File: src/sv/bspl_pkg.sv
package bspl_pkg;

   // Table geometry and field widths
   localparam int unsigned TABLE_SIZE     = 4096;
   localparam int unsigned IDX_W          = 12;
   localparam int unsigned CNT_W          = 13;
   localparam int unsigned COORD_W        = 32;
   localparam int unsigned LEAF_FLAG_BIT  = 13;
   localparam int unsigned CHILD_W        = LEAF_FLAG_BIT + 1;
   localparam int unsigned SUB_W          = 13;
   localparam int unsigned NODE_DEPTH_DEF = 4096;

   // Leaf flag inside a child link
   localparam logic [CHILD_W-1:0] LEAF_LINK_FLAG = CHILD_W'(1) << LEAF_FLAG_BIT;

   // Configuration port
   localparam int unsigned CSR_ADDR_W = 3;
   localparam int unsigned CSR_DATA_W = 32;
   localparam logic        CSR_REG_NODE_COUNT = 1'b0;
   localparam logic [CNT_W-1:0] NODE_COUNT_RESET = CNT_W'(1);

   // Item actions
   localparam logic ACT_WRITE  = 1'b0;
   localparam logic ACT_LOCATE = 1'b1;

   typedef enum logic [1:0] {
      STATUS_FOUND = 2'd0,
      STATUS_WRITE = 2'd1,
      STATUS_ERROR = 2'd2
   } status_type;

   typedef struct packed {
      logic                      action;
      logic [IDX_W-1:0]          node_index;
      logic signed [COORD_W-1:0] line_x;
      logic signed [COORD_W-1:0] line_y;
      logic signed [COORD_W-1:0] line_dx;
      logic signed [COORD_W-1:0] line_dy;
      logic [CHILD_W-1:0]        front_child;
      logic [CHILD_W-1:0]        back_child;
      logic signed [COORD_W-1:0] query_x;
      logic signed [COORD_W-1:0] query_y;
   } req_type;

   typedef struct packed {
      logic [SUB_W-1:0] subsector_index;
      logic [1:0]       status;
   } rsp_type;

   // One table entry
   typedef struct packed {
      logic signed [COORD_W-1:0] x;
      logic signed [COORD_W-1:0] y;
      logic signed [COORD_W-1:0] dx;
      logic signed [COORD_W-1:0] dy;
      logic [CHILD_W-1:0]        front;
      logic [CHILD_W-1:0]        back;
   } node_type;

   typedef enum logic [2:0] {
      ST_IDLE,
      ST_WRITE,
      ST_CHECK,
      ST_DIFF,
      ST_MUL,
      ST_DECIDE
   } state_type;

   // Controller to datapath
   typedef struct packed {
      logic       capture;
      logic       write_node;
      logic       read_node;
      logic       calc_diff;
      logic       calc_prod;
      logic       step;
      logic       emit;
      status_type emit_status;
   } cmd_type;

   // Datapath to controller
   typedef struct packed {
      logic node_bad;
      logic leaf;
   } sts_type;

endpackage

File: src/sv/bspl_ctrl.sv
module bspl_ctrl (
   input  logic              clock,
   input  logic              reset,
   input  logic              start,
   input  logic              action,
   input  bspl_pkg::sts_type sts,
   output bspl_pkg::cmd_type cmd,
   output logic              busy
);
   import bspl_pkg::*;

   state_type state_ff;
   state_type state_in;

   // State register
   always_ff @(posedge clock) begin
      if (reset) begin
         state_ff <= ST_IDLE;
      end else begin
         state_ff <= state_in;
      end
   end

   // Next state
   always_comb begin
      state_in = state_ff;
      case (state_ff)
         ST_IDLE: begin
            if (start) begin
               state_in = (action == ACT_WRITE) ? ST_WRITE : ST_CHECK;
            end
         end
         ST_WRITE:  state_in = ST_IDLE;
         ST_CHECK:  state_in = sts.node_bad ? ST_IDLE : ST_DIFF;
         ST_DIFF:   state_in = ST_MUL;
         ST_MUL:    state_in = ST_DECIDE;
         ST_DECIDE: state_in = sts.leaf ? ST_IDLE : ST_CHECK;
         default:   state_in = ST_IDLE;
      endcase
   end

   // Commands to the datapath
   always_comb begin
      cmd             = '0;
      cmd.emit_status = STATUS_FOUND;
      busy            = 1'b1;
      case (state_ff)
         ST_IDLE: begin
            busy        = 1'b0;
            cmd.capture = start;
         end
         ST_WRITE: begin
            cmd.write_node  = 1'b1;
            cmd.emit        = 1'b1;
            cmd.emit_status = STATUS_WRITE;
         end
         ST_CHECK: begin
            if (sts.node_bad) begin
               cmd.emit        = 1'b1;
               cmd.emit_status = STATUS_ERROR;
            end else begin
               cmd.read_node = 1'b1;
            end
         end
         ST_DIFF: cmd.calc_diff = 1'b1;
         ST_MUL:  cmd.calc_prod = 1'b1;
         ST_DECIDE: begin
            if (sts.leaf) begin
               cmd.emit        = 1'b1;
               cmd.emit_status = STATUS_FOUND;
            end else begin
               cmd.step = 1'b1;
            end
         end
         default: busy = 1'b1;
      endcase
   end

endmodule

File: config.mk
export PLATFORM = sky130hd
export DESIGN_NAME = bspl_ctrl
export DESIGN_NICKNAME = d
export VERILOG_FILES = /design/src/sv/bspl_pkg.sv /design/src/sv/bspl_ctrl.sv
export SDC_FILE = /design/constraint.sdc
export NUM_CORES = 1
export LEC_CHECK = 0
export ABC_AREA = 1
export BUFFER_PORTS_ARGS = -buffer_cell sky130_fd_sc_hd__buf_2
export CELL_PAD_IN_SITES_DETAIL_PLACEMENT = 0
export CELL_PAD_IN_SITES_GLOBAL_PLACEMENT = 1
export CORE_AREA = 3 3 40 42
export DETAILED_ROUTE_END_ITERATION = 8
export DIE_AREA = 0 0 43 45
export PLACE_DENSITY = 0.63
export SETUP_SLACK_MARGIN = 0.3
export SYNTH_ARGS = -nofsm -noshare
export SYNTH_HDL_FRONTEND = slang
export SYNTH_SLANG_ARGS = --single-unit
File: constraint.sdc
create_clock -name clock -period 1.4 [get_ports clock]
set_input_delay 0.14 -clock clock [delete_from_list [all_inputs] [get_ports clock]]
set_output_delay 0.14 -clock clock [all_outputs]
set_load 0.01 [all_outputs]
==> impl_metrics.csv <==
group,metric,value,unit
sta,maxSlewHeadroom,86.9,%
detailed_routing,final_antenna_net_count,0,
floorplan,ioPinCount,16,
run_status,status,"finished clean",
sta,timing.final.crit_period,1180,ps
yosys,yosys_warnings,0,
setup_path,startpoint_type,"flip-flop",
sta,hold_ws,81.6,ps
cells_and_area,nets,68,
sta,fin_skew,0.882,ps
clocking,clockBufferDepth,2,
floorplan,die_h,45,um
global_route,grt_max_degree,8,
place,gp_congestion,0.694,
global_route,gr-total-overflow,0,
sta,rsz0062_at_grt,"true",
clocking,clk_pin_slew,30,ps
sta,slew_viol_final,0,
detailed_routing,vias,314,
yosys,ys_ff_latch,3,
sta,finalHoldViolCount,0,
yosys,synthCells,39,
floorplan,core,1280,sq um
clocking,clk_latency,230,ps
cells_and_area,largestRegisters,"state_ff x3",
cells_and_area,drive_above_1_share,62.3,%
cells_and_area,largest_register_ffs,3,
yosys,yosys.area.top_type,"dfxtp_1",
detailed_routing,drt_iter0_drc,9,
floorplan,start_util,18.9,%
clocking,cts_hold_buf,0,
setup_path,cpMaxStageDelayCell,"dfxtp_4",
setup_path,crit_buf_inv,2,
setup_path,critical_path.max_fanout,4,
power_and_ir_drop,worst_ir_drop_vdd,0.181,mV
global_route,grt_pass1_vias,303,
place,port_buffers,15,
setup_path,crit_family,"flip-flops",
setup_path,worstSetupEndpointType,"output pin",
global_route,antenna_found_initial,0,
sta,setup_viol,0,
yosys,synth.area.top_cells,"dfxtp_1 25%, nor2_1 15%, nand2_1 9.3%, nor2_4 9.3%, nand3_2 8.2%",
power_and_ir_drop,leakagePower,0.253,nW
run,drv_cap,0,
yosys,synth_top_cell_area_share,24.7,%
detailed_routing,dr.pass1.iters,4,
yosys,synth_flop_cell,"dfxtp_1",
global_route,grt_pass1_wl,1150,um
detailed_routing,vias_per_cell,4.13,
place,hpwl,497,um
setup_path,cp.arrival,1040,ps
clocking,htree_levels,1,
place,dpl_cell_area,329,sq um
sta,tightest_slew,197,ps
yosys,synth_nets,45,
yosys,seq_area_frac_synth,24.7,%
clocking,cts_buffers,3,
floorplan,rows,13,
yosys,synth_edf_count,0,
global_route,grt_usage,8.40,%
setup_path,path_cells,"inv_6, o31ai_2, buf_2",
yosys,syn_area_per_cell,6.22,sq um
clocking,cts.sinks,3,
cells_and_area,stdcell_area,459,sq um
sta,fin_crit_sh,84.4,%
cells_and_area,synthToLayoutAreaGrowth,89.2,%
cells_and_area,antenna-diode-count,0,
yosys,syn_area,243,sq um
sta,finalSetupTns,0,ps
clocking,cts_tree,"yes",
detailed_routing,route.detailed.drc,0,
yosys,synthArstFlopShare,0,%
setup_path,critPathMaxStageDelay,380,ps
yosys,ys_types,13,
power_and_ir_drop,power.density,836,nW/um^2
detailed_routing,drt-wirelength-per-cell,9.13,um
cells_and_area,final_core_util,35.7,%
setup_path,required,1260,ps
cells_and_area,regMostFlops,"state_ff",
yosys,yosysMostFrequentCell,"nor2_1",
clocking,cts_root_buffer,"clkbuf_4",
floorplan,die_width,43,um
detailed_routing,wl,694,um
setup_path,crit_type,"flip-flop to output pin",
floorplan,die_area,1940,sq um
yosys,netlist_top_cells_count,"10 x nor2_1, 6 x nand2_1, 5 x inv_1",
hold_path,min_path_type,"primary input to flip-flop",
sta,clock.fmax,846,MHz
## repair_timing
action,4_1_cts,5_1_grt
setup buffers,4,0
hold endpoints to repair,0,0
endpoints found under the setup margin,10,10
gates resized for setup,15,6
pin swaps,5,2
## cells by family (layout without fill, tap and decap cells)
| logic type | Yosys count | after routing | synth area share (%) |
|---|---|---|---|
| simple gates | 25 | 25 | 54.6 |
| flops | 3 | 3 | 24.7 |
| buf+inv | 9 | 31 | 15.5 |
| compound gates | 2 | 2 | 5.15 |
## per-layer routing
metal / vias to the layer above / global-route usage, % / wire [um]
met1: 133 / 9.13 / 282
li1: 161 / - / -
met5: - / 0 / 0
met2: 16 / 12.6 / 338
met3: 4 / 2.39 / 52
met4: 0 / 9.04 / 21
## through the flow
step	setup slack [ps]	total power [mW]	cells
final	218	0.384	76
after floorplan	420	0.169	39
after CTS	201	0.384	76
after global placement	377	0.203	68
after detailed placement	395	0.202	68
after global routing	174	0.415	76
## where the power goes
part | switching [mW] | total [mW] | internal (mW) | leakage (nW)
clock network | 0.0438 | 0.150 | 0.107 | 0.0150
logic | 0.0685 | 0.127 | 0.0586 | 0.212
registers | 0.0156 | 0.106 | 0.0909 | 0.0267
## cell type report
class	instances	area (sq um)
clock buffer	4	26.3
inverter	8	42.5
sequential	3	71.3
timing repair buffer	19	118
multi-input combinational	27	183
fill	142	826
tap	15	18.8
## final timing paths
check                           startpoint                        to  slack (ps)  cells after the start
setup reg to reg  state_ff[2]$_SDFFE_PP0P_  state_ff[1]$_SDFFE_PP0P_         430                      4
setup / recovery  state_ff[0]$_SDFFE_PP0P_                    cmd[2]         220                      3
hold / removal                       reset  state_ff[2]$_SDFFE_PP0P_          80                      2
hold reg to reg   state_ff[2]$_SDFFE_PP0P_  state_ff[1]$_SDFFE_PP0P_         680                      4
## placed cells by master, fill, tap and decap left out
master,synthesis,routed
nand2_1,6,5
inv_1,5,5
inv_6,0,1
nand3_2,2,1
clkbuf_4,0,3
clkbuf_1,0,1
nand3_4,0,1
nand3_1,1,1
inv_8,0,1
nor2_1,10,9
buf_4,1,4
inv_2,3,1
buf_6,0,2
buf_2,0,13
nand2_2,0,1
dfxtp_4,0,3
a21oi_1,1,1
nor2_4,2,6
nand4_1,1,1
o31ai_2,0,1
No activity file was read; power rests on OpenSTA's default activity.
